===== config.mk =====
export PLATFORM = sky130hd
export DESIGN_NAME = shelf_rectangle_packer_core
export DESIGN_NICKNAME = d
export VERILOG_FILES = /design/src/rtl/srp_pkg.sv /design/src/rtl/srp_ram.sv /design/src/rtl/shelf_rectangle_packer_core.sv
export SDC_FILE = /design/constraint.sdc
export NUM_CORES = 2
export LEC_CHECK = 0
export ABC_AREA = 0
export BUFFER_PORTS_ARGS = -buffer_cell sky130_fd_sc_hd__buf_4
export CAP_MARGIN = 20
export CELL_PAD_IN_SITES_DETAIL_PLACEMENT = 1
export CELL_PAD_IN_SITES_GLOBAL_PLACEMENT = 2
export CORE_ASPECT_RATIO = 0.5
export CORE_MARGIN = 3
export CORE_UTILIZATION = 49
export CTS_CLUSTER_SIZE = 20
export DETAILED_ROUTE_END_ITERATION = 16
export PLACE_DENSITY_LB_ADDON = 0.08
export SETUP_SLACK_MARGIN = 0.05
export SLEW_MARGIN = 10
export SYNTH_ARGS = -nofsm -noshare
export SYNTH_HDL_FRONTEND = slang
export SYNTH_SLANG_ARGS = --single-unit

===== constraint.sdc =====
create_clock -name clk_i -period 14.1 [get_ports clk_i]
set_input_delay 2.115 -clock clk_i [delete_from_list [all_inputs] [get_ports clk_i]]
set_output_delay 2.115 -clock clk_i [all_outputs]
set_load 0.05 [all_outputs]

===== src/rtl/srp_pkg.sv =====
// Shared types, constants and the fit check of the shelf rectangle packer.
// Used by shelf_rectangle_packer_core; depends on nothing.
package srp_pkg;

  // Shelf table geometry
  localparam int MaxShelves = 64;
  localparam int IdxW       = $clog2(MaxShelves);
  localparam int CntW       = $clog2(MaxShelves + 1);

  // Stored field widths
  localparam int TopW  = 17;
  localparam int CurW  = 18;
  localparam int TallW = 17;
  localparam int SizeW = 17;
  localparam int LimW  = 18;

  // Register reset values and the page number limit
  localparam logic [15:0] SheetWidthRst  = 16'd3360;
  localparam logic [15:0] SheetHeightRst = 16'd4752;
  localparam logic [11:0] PaddingRst     = 12'd80;
  localparam logic [15:0] PageMax        = 16'hFFFF;

  // Configuration register indexes
  typedef enum logic [1:0] {
    CFG_SHEET_WIDTH  = 2'd0,
    CFG_SHEET_HEIGHT = 2'd1,
    CFG_PADDING      = 2'd2,
    CFG_UNUSED       = 2'd3
  } cfg_idx_e;

  typedef struct packed {
    logic [15:0] rect_width;
    logic [15:0] rect_height;
  } rect_t;

  typedef struct packed {
    logic [15:0] page_no;
    logic [15:0] x_offset;
    logic [15:0] y_offset;
    logic        new_page;
  } place_t;

  typedef struct packed {
    logic [TopW-1:0]  top;
    logic [CurW-1:0]  cursor;
    logic [TallW-1:0] tallest;
  } shelf_t;

  localparam int ShelfW = $bits(shelf_t);

  typedef enum logic [1:0] {
    ST_IDLE,
    ST_SCAN,
    ST_DECIDE
  } state_e;

  // Signed fit check: base + size <= lim
  function automatic logic fits(logic [CurW-1:0] base, logic [SizeW-1:0] size,
                                logic signed [LimW-1:0] lim);
    logic signed [LimW+1:0] sum;
    logic signed [LimW+1:0] lim_x;
    sum   = signed'({2'b00, base}) + signed'({3'b000, size});
    lim_x = {{2{lim[LimW-1]}}, lim};
    return sum <= lim_x;
  endfunction

endpackage


===== src/rtl/srp_ram.sv =====
// Generic single-write, single-read RAM with registered read data.
// No dependencies.
module srp_ram #(
  parameter int Width = 8,
  parameter int Depth = 16
) (
  input  logic                     clk_i,
  input  logic                     we_i,
  input  logic [$clog2(Depth)-1:0] waddr_i,
  input  logic [Width-1:0]         wdata_i,
  input  logic [$clog2(Depth)-1:0] raddr_i,
  output logic [Width-1:0]         rdata_o
);

  logic [Width-1:0] mem_q [Depth];

  // Write port
  always_ff @(posedge clk_i) begin
    if (we_i) begin
      mem_q[waddr_i] <= wdata_i;
    end
  end

  // Registered read
  always_ff @(posedge clk_i) begin
    rdata_o <= mem_q[raddr_i];
  end

endmodule


===== src/rtl/shelf_rectangle_packer_core.sv =====
// Shelf first-fit rectangle packer: top level, sequencer and datapath.
// Depends on srp_pkg and srp_ram.
//
// Scan: the stored shelves (1..64) are read in order, one shelf per cycle from
// the table RAM, and the result strobe rises once the rectangle fits one of
// them; a miss on all stored shelves adds the new-shelf decision state.
// busy drops with the strobe.
// Reset: page 1, one shelf at (padding 80, padding 80), registers at defaults.
// Results cannot be stalled; each result is shown for one cycle only.
module shelf_rectangle_packer_core (
  input  logic            clk_i,
  input  logic            rst_ni,
  input  logic            start,
  output logic            busy,
  input  srp_pkg::rect_t  rect_i,
  output logic            res_valid_o,
  output srp_pkg::place_t res_o,
  input  logic            cfg_we_i,
  input  logic [1:0]      cfg_idx_i,
  input  logic [15:0]     cfg_data_i
);

  localparam int IdxW = srp_pkg::IdxW;
  localparam int CntW = srp_pkg::CntW;

  // Configuration registers
  logic [15:0] sheet_width_q, sheet_height_q;
  logic [11:0] padding_q;

  always_ff @(posedge clk_i or negedge rst_ni) begin
    if (!rst_ni) begin
      sheet_width_q  <= srp_pkg::SheetWidthRst;
      sheet_height_q <= srp_pkg::SheetHeightRst;
      padding_q      <= srp_pkg::PaddingRst;
    end else if (cfg_we_i) begin
      case (cfg_idx_i)
        srp_pkg::CFG_SHEET_WIDTH:  sheet_width_q  <= cfg_data_i;
        srp_pkg::CFG_SHEET_HEIGHT: sheet_height_q <= cfg_data_i;
        srp_pkg::CFG_PADDING:      padding_q      <= cfg_data_i[11:0];
        default: ;
      endcase
    end
  end

  // Sequencer and datapath state
  srp_pkg::state_e state_q, state_d;
  logic [IdxW-1:0] scan_idx_q, scan_idx_d;
  logic [CntW-1:0] count_q, count_d;
  logic [15:0]     page_q, page_d;
  logic            e0_rst_q, e0_rst_d;
  logic [srp_pkg::SizeW-1:0] pw_q, pw_d, ph_q, ph_d;
  logic signed [srp_pkg::LimW-1:0] xlim_q, xlim_d, ylim_q, ylim_d;
  logic [srp_pkg::CurW-1:0] ny_q, ny_d;
  logic            res_valid_d;
  srp_pkg::place_t res_d;

  // RAM ports
  logic                   ram_we;
  logic [IdxW-1:0]        ram_waddr, ram_raddr;
  srp_pkg::shelf_t        ram_wdata, ram_rdata;
  logic [srp_pkg::ShelfW-1:0] ram_rbits;

  srp_ram #(
    .Width (srp_pkg::ShelfW),
    .Depth (srp_pkg::MaxShelves)
  ) u_shelf_ram (
    .clk_i   (clk_i),
    .we_i    (ram_we),
    .waddr_i (ram_waddr),
    .wdata_i (ram_wdata),
    .raddr_i (ram_raddr),
    .rdata_o (ram_rbits)
  );

  // Entry 0 reads as its reset contents until first written
  srp_pkg::shelf_t shelf_cur;
  always_comb begin
    ram_rdata = srp_pkg::shelf_t'(ram_rbits);
    shelf_cur = ram_rdata;
    if (e0_rst_q && scan_idx_q == '0) begin
      shelf_cur.top     = srp_pkg::TopW'(srp_pkg::PaddingRst);
      shelf_cur.cursor  = srp_pkg::CurW'(srp_pkg::PaddingRst);
      shelf_cur.tallest = '0;
    end
  end

  // Shared fit unit: x and y checks on the shelf being scanned, y check for a new shelf
  logic fit_x, fit_y, fit_new, last_shelf, table_full;
  always_comb begin
    fit_x      = srp_pkg::fits(shelf_cur.cursor, pw_q, xlim_q);
    fit_y      = srp_pkg::fits({1'b0, shelf_cur.top}, ph_q, ylim_q);
    fit_new    = srp_pkg::fits(ny_q, ph_q, ylim_q);
    last_shelf = scan_idx_q == IdxW'(count_q - CntW'(1));
    table_full = count_q == CntW'(srp_pkg::MaxShelves);
  end

  // Next state
  always_comb begin
    state_d = state_q;
    case (state_q)
      srp_pkg::ST_IDLE: begin
        if (start) state_d = srp_pkg::ST_SCAN;
      end
      srp_pkg::ST_SCAN: begin
        if (fit_x && fit_y)  state_d = srp_pkg::ST_IDLE;
        else if (last_shelf) state_d = srp_pkg::ST_DECIDE;
      end
      srp_pkg::ST_DECIDE: state_d = srp_pkg::ST_IDLE;
      default:            state_d = srp_pkg::ST_IDLE;
    endcase
  end

  // Datapath and outputs
  always_comb begin
    scan_idx_d  = scan_idx_q;
    count_d     = count_q;
    page_d      = page_q;
    e0_rst_d    = e0_rst_q;
    pw_d        = pw_q;
    ph_d        = ph_q;
    xlim_d      = xlim_q;
    ylim_d      = ylim_q;
    ny_d        = ny_q;
    res_valid_d = 1'b0;
    res_d       = res_o;
    ram_we      = 1'b0;
    ram_waddr   = scan_idx_q;
    ram_wdata   = shelf_cur;
    ram_raddr   = scan_idx_q + IdxW'(1);
    case (state_q)
      srp_pkg::ST_IDLE: begin
        ram_raddr = '0;
        if (start) begin
          scan_idx_d = '0;
          pw_d   = {1'b0, rect_i.rect_width} + srp_pkg::SizeW'(padding_q);
          ph_d   = {1'b0, rect_i.rect_height} + srp_pkg::SizeW'(padding_q);
          xlim_d = signed'({2'b00, sheet_width_q}) - signed'({6'b0, padding_q});
          ylim_d = signed'({2'b00, sheet_height_q}) - signed'({6'b0, padding_q});
        end
      end
      srp_pkg::ST_SCAN: begin
        scan_idx_d = scan_idx_q + IdxW'(1);
        ny_d = {1'b0, shelf_cur.top} + {1'b0, shelf_cur.tallest};
        if (fit_x && fit_y) begin
          // Place on this shelf
          ram_we           = 1'b1;
          ram_wdata.cursor = shelf_cur.cursor + {1'b0, pw_q};
          if (shelf_cur.tallest < ph_q) ram_wdata.tallest = ph_q;
          if (scan_idx_q == '0) e0_rst_d = 1'b0;
          res_valid_d       = 1'b1;
          res_d.page_no     = page_q;
          res_d.x_offset    = shelf_cur.cursor[15:0];
          res_d.y_offset    = shelf_cur.top[15:0];
          res_d.new_page    = 1'b0;
        end
      end
      srp_pkg::ST_DECIDE: begin
        res_valid_d = 1'b1;
        ram_we      = 1'b1;
        if (!table_full && fit_new) begin
          // Open a new shelf under the last one
          ram_waddr         = count_q[IdxW-1:0];
          ram_wdata.top     = ny_q[srp_pkg::TopW-1:0];
          ram_wdata.cursor  = srp_pkg::CurW'(padding_q) + {1'b0, pw_q};
          ram_wdata.tallest = ph_q;
          count_d           = count_q + CntW'(1);
          res_d.page_no     = page_q;
          res_d.x_offset    = 16'(padding_q);
          res_d.y_offset    = ny_q[15:0];
          res_d.new_page    = 1'b0;
        end else begin
          // Start a new page, placed without a check
          if (page_q != srp_pkg::PageMax) page_d = page_q + 16'd1;
          ram_waddr         = '0;
          ram_wdata.top     = srp_pkg::TopW'(padding_q);
          ram_wdata.cursor  = srp_pkg::CurW'(padding_q) + {1'b0, pw_q};
          ram_wdata.tallest = ph_q;
          count_d           = CntW'(1);
          e0_rst_d          = 1'b0;
          res_d.page_no     = page_d;
          res_d.x_offset    = 16'(padding_q);
          res_d.y_offset    = 16'(padding_q);
          res_d.new_page    = 1'b1;
        end
      end
      default: ;
    endcase
  end

  // Control registers
  always_ff @(posedge clk_i or negedge rst_ni) begin
    if (!rst_ni) begin
      state_q     <= srp_pkg::ST_IDLE;
      scan_idx_q  <= '0;
      count_q     <= CntW'(1);
      page_q      <= 16'd1;
      e0_rst_q    <= 1'b1;
      res_valid_o <= 1'b0;
    end else begin
      state_q     <= state_d;
      scan_idx_q  <= scan_idx_d;
      count_q     <= count_d;
      page_q      <= page_d;
      e0_rst_q    <= e0_rst_d;
      res_valid_o <= res_valid_d;
    end
  end

  // Payload registers
  always_ff @(posedge clk_i) begin
    pw_q   <= pw_d;
    ph_q   <= ph_d;
    xlim_q <= xlim_d;
    ylim_q <= ylim_d;
    ny_q   <= ny_d;
    res_o  <= res_d;
  end

  assign busy = state_q != srp_pkg::ST_IDLE;

  // Checks
  a_res_idle: assert property (@(posedge clk_i) disable iff (!rst_ni)
    res_valid_o |-> !busy) else $error("result beat while busy");
  a_take_busy: assert property (@(posedge clk_i) disable iff (!rst_ni)
    (start && !busy) |=> busy) else $error("accepted item left block idle");
  a_count_rng: assert property (@(posedge clk_i) disable iff (!rst_ni)
    count_q != '0 && count_q <= CntW'(srp_pkg::MaxShelves))
    else $error("shelf count out of range");
  a_page_match: assert property (@(posedge clk_i) disable iff (!rst_ni)
    res_valid_o |-> res_o.page_no == page_q) else $error("page mismatch");
  a_fresh_page: assert property (@(posedge clk_i) disable iff (!rst_ni)
    (res_valid_o && res_o.new_page) |-> count_q == CntW'(1))
    else $error("new page without shelf reset");

endmodule

==> results.txt <==
----------------------------------------------------
[Setup path]
  Reg-to-reg endpoint ... u_shelf_ram.mem_q[12][13]$_DFFE_PP_
  Worst path arrival time ... 10.97 ns
  Endpoint kind of the worst setup timing path ... register
  Top fanout value on the critical path ... 87
  Startpoint-to-endpoint class of the critical path ... reg2reg
  Number of cells on the worst reg-to-reg path ... 26
  Kind of start point of the critical path ... register
  R2r setup slk ... 3.64 ns
  Critical register-to-register path startpoint ... scan_idx_q[0]$_DFFE_PN0P_
  Worst setup path start ... scan_idx_q[0]$_DFFE_PN0P_
  Data required time of the critical path ... 14.61 ns

[Clock tree]
  Hold-fix buffers at CTS ... 0
  Clk Tree Root Cell ... clkbuf_16
  Setup Buffers After CTS ... 0
  Total number of H-tree levels ... 5
  Total CTS buffers ... 320
  Number of gates resized after cts ... 0
  Later-pin clock latency in the skew report ... 0.91 ns
  Buffers from clock root to sink, at most ... 4
  Clock tree from TritonCTS ... yes
  Clock-pin slew of the registers on the worst-case setup and hold paths ... 0.07 ns
  Number of sinks on the clock net ... 3592

[Yosys]
  Library cell occupying the most area in the post-synthesis netlist ... edfxtp_1
  Post-synth top area share ... 72.4%
  Post-synthesis mux area share ... 10.2%
  Area fraction in compound gates after synthesis ... 8.33%
  Distinct cell type count after synthesis ... 88
  Top post-synthesis cells by area ... edfxtp_1 (72%), mux4_2 (9.8%), o221ai_1 (2.5%)
  Post-synthesis cell count ... 7826
  Share of synthesized cell area in full adder, half adder and majority cells ... 1.92%
  Main synth FF type ... edfxtp_1
  Largest family of logic cells by synthesized area ... multiplexers
  Area fraction in and, or, nand and nor cells after synthesis ... 2.53%
  Post-synthesis instance area ... 144000 um^2
  Asr flop ratio synth ... 2.14%
  Number of warning messages in the yosys log ... 0
  Number of nets produced by synthesis ... 8093
  Avg Synthesized Cell Area ... 18.4 um^2
  Register area share after synthesis ... 74.4%
  Count of flip-flops with a built-in enable after synthesis ... 3463
  Synth Area in XOR/XNOR ... 0.871%
  Register bit count reported by yosys ... 3592

[Final layout]
  Post-synthesis to final-layout area growth ... 12.0%
  Commonest cells after routing, fill and taps aside ... edfxtp_1 (3463), mux4_2 (624), o21ai_0 (515)
  Sequential cell area ... 107000 um^2
  Fraction of final layout cells sized beyond drive strength 1 ... 20.5%
  Layout net count ... 8289
  Total area of multi-input combinational cells ... 35500 um^2
  Finished Layout Cells ... 12100
  Most frequent standard cell in the layout excluding fill and tap cells ... edfxtp_1
  Filler Cell Count ... 25400

[Place]
  Placed cells ... 11600
  Half-perimeter wire length after detailed placement ... 273000 um
  Placer congestion estimate ... 0.842
  Port Buffers ... 104

[Worst hold path]
  Hold WC Path Type ... reg2reg
  Hold endpoint ... e0_rst_q$_DFFE_PN1P_
  Hold-critical path depth ... 1
  Launch instance of the worst min-delay path ... e0_rst_q$_DFFE_PN1P_

[Global routing]
  GR Util All Layers ... 29.6%
  Vias in the first global route ... 82200
  Global-route wire length before repair ... 634000 um
  Global route total overflow ... 0
  Number of antenna violations at the first check in global routing ... 33
  Maximum number of pins on one net before global-route repair ... 168

[Detailed routing]
  Post-DRT Antenna Nets ... 0
  Overall via count from detail_route ... 81200
  Vias/cell ... 6.69
  Routed length per instance ... 36.9 um
  Final wirelength ... 448000 um
  Count of TritonRoute iterations in the first routing pass ... 6
  DRC violation count after routing ... 0
  Starting DRT DRC Count ... 11600

[Pwr]
  Worst-case vdd ir drop ... 0.178 mV
  Overall power after layout ... 0.0379 W
  Power per Cell Area ... 235 nW/um^2
  Leak Pwr ... 50.1 nW

[Job]
  Number of max-cap violations ... 0

[STA]
  Final-report max-slew violation count ... 0
  Layout Skew ... 0.0724 ns
  Unrepaired setup endpoints after global routing ... false
  Slew of the pin with the lowest slew margin ... 1.25 ns
  Final Hold Viols ... 0
  Fmax ... 95.6 MHz
  Setup-violating endpoint count in the final report ... 0
  Post-route clock period utilization ... 74.2%
  Worst slew margin ... 16.0%
  Total negative slack ... 0 ns
  Crit path time final ... 10.46 ns

[Floorplanning]
  Die outline height ... 389 um
  Number of cell rows ... 139
  Effective utilization at floorplan ... 49.7%
  Horiz. Die Dim ... 772 um
  CORE AREA ... 289000 um^2
  Area of the die ... 300000 um^2
  Number of primary I/O pins ... 105

[Run status]
  Run status ... finished clean

----------------------------------------------------
synthesized netlist by cell type (6+ instances only):
master     count
ha_1         205
o41ai_1        8
buf_1         58
inv_1        144
xnor2_1      104
or2_2          7
clkbuf_1     421
a41oi_1        7
buf_2         18
mux2_2        52
dfrtp_1       64
xor2_1        39
a211oi_1      60
nor3_1        31
o221ai_1     416
nor2_1       223
nand3b_1       6
a221o_1        9
o2bb2ai_1      7
mux4_2       624
nor2b_1       24
a22oi_1       10
edfxtp_1    3463
a21boi_0      21
o22ai_1      421
o21bai_1       9
a31oi_1       69
nand2_1      205
a21o_1        38
a22o_1        22
or3_1         15
and3_1        22
a21oi_1      115
dfstp_2       13
fa_1           8
nand4_1       15
dfxtp_1       52
o21ai_0      523
nand2b_1      22
and2_1       103
o21a_1        12
nand3_1       38
nor4_1        10
worst max path at each step:
stage | slack, ns | cells after the start | to
6_report | 3.64 | 26 | u_shelf_ram.mem_q[12][13]$_DFFE_PP_
5_1_grt | 2.91 | 26 | u_shelf_ram.mem_q[12][51]$_DFFE_PP_
4_1_cts | 3.50 | 26 | u_shelf_ram.mem_q[12][5]$_DFFE_PP_
3_5_place_dp | 3.55 | 26 | u_shelf_ram.mem_q[12][3]$_DFFE_PP_
3_3_place_gp | 3.37 | 26 | u_shelf_ram.mem_q[44][10]$_DFFE_PP_
2_1_floorplan | 4.23 | 31 | u_shelf_ram.mem_q[47][0]$_DFFE_PP_
metal layers:
layer / wire (um) / GRT usage [%]
met5: 26 / 0
met4: 8140 / 5.31
met3: 49300 / 8.18
met2: 199000 / 43.7
met1: 191000 / 44.9
final cells by class:
class / instances / area share (%)
Clock buffer: 395 / 5.31
Sequential cell: 3592 / 66.5
Inverter: 147 / 0.347
Tap cell: 3877 / 3.01
Multi-Input combinational cell: 3587 / 22.0
Clock inverter: 161 / 0.891
Antenna cell: 8 / 0.0124
Timing Repair Buffer: 374 / 1.95
cell families after synthesis:
group | Yosys count
and+or+nand+nor | 752
xor gates and xnor gates | 143
muxes | 677
DFF | 3592
buffers and inverters | 647
AOI/OAI and AO/OA | 1799
adders and majority gates | 216
metrics by stage:
stage / hold WS (ns) / util, % / instance area, um^2 / setup WS [ns]
final: 0.501 / 55.6 / 161000 / 3.64
after detailed placement: 0.485 / 52.1 / 151000 / 3.55
after CTS: 0.495 / 55.5 / 161000 / 3.50
after floorplan: 0.468 / - / 144000 / 4.23
after global routing: 0.514 / 55.6 / 161000 / 2.91
after global placement: 0.478 / 52.0 / 151000 / 3.37
power by group:
part	internal, W	switching, W
clock network	0.00474	0.00395
registers	0.0144	0.000239
logic	0.00429	0.0103
total	0.0234	0.0144
flip-flops by register name, summed over array words and instances, names as in the netlist, 17 cells and up:
register / flops
u_shelf_ram.mem_q: 3328
u_shelf_ram.rdata_o: 52
res_o: 49
ny_q: 18
ph_q: 17
pw_q: 17
xlim_q: 17
ylim_q: 17
worst max-delay path, stage by stage (launching register included):
cell and delay (ns):
dfrtp_1 0.53, inv_8 0.52, ha_1 0.30, and3b_1 0.21
nand2_2 0.39, and2_1 0.38, ha_1 0.26, maj3_1 0.37
and3_1 0.20, a2111oi_0 0.74, a211oi_1 0.22, nor2_1 0.33
o21ai_0 0.29, a21o_1 0.24, a21oi_1 0.18, xnor2_1 0.14
ha_1 0.27, a211oi_1 0.26, o21ai_0 0.15, a221oi_2 0.19
a221oi_1 0.11, or4b_4 0.53, a2111oi_0 0.44, o22ai_1 0.43
or2_2 0.67, nor2_4 0.92, buf_4 0.72
No activity file was read; power rests on OpenSTA's default activity.
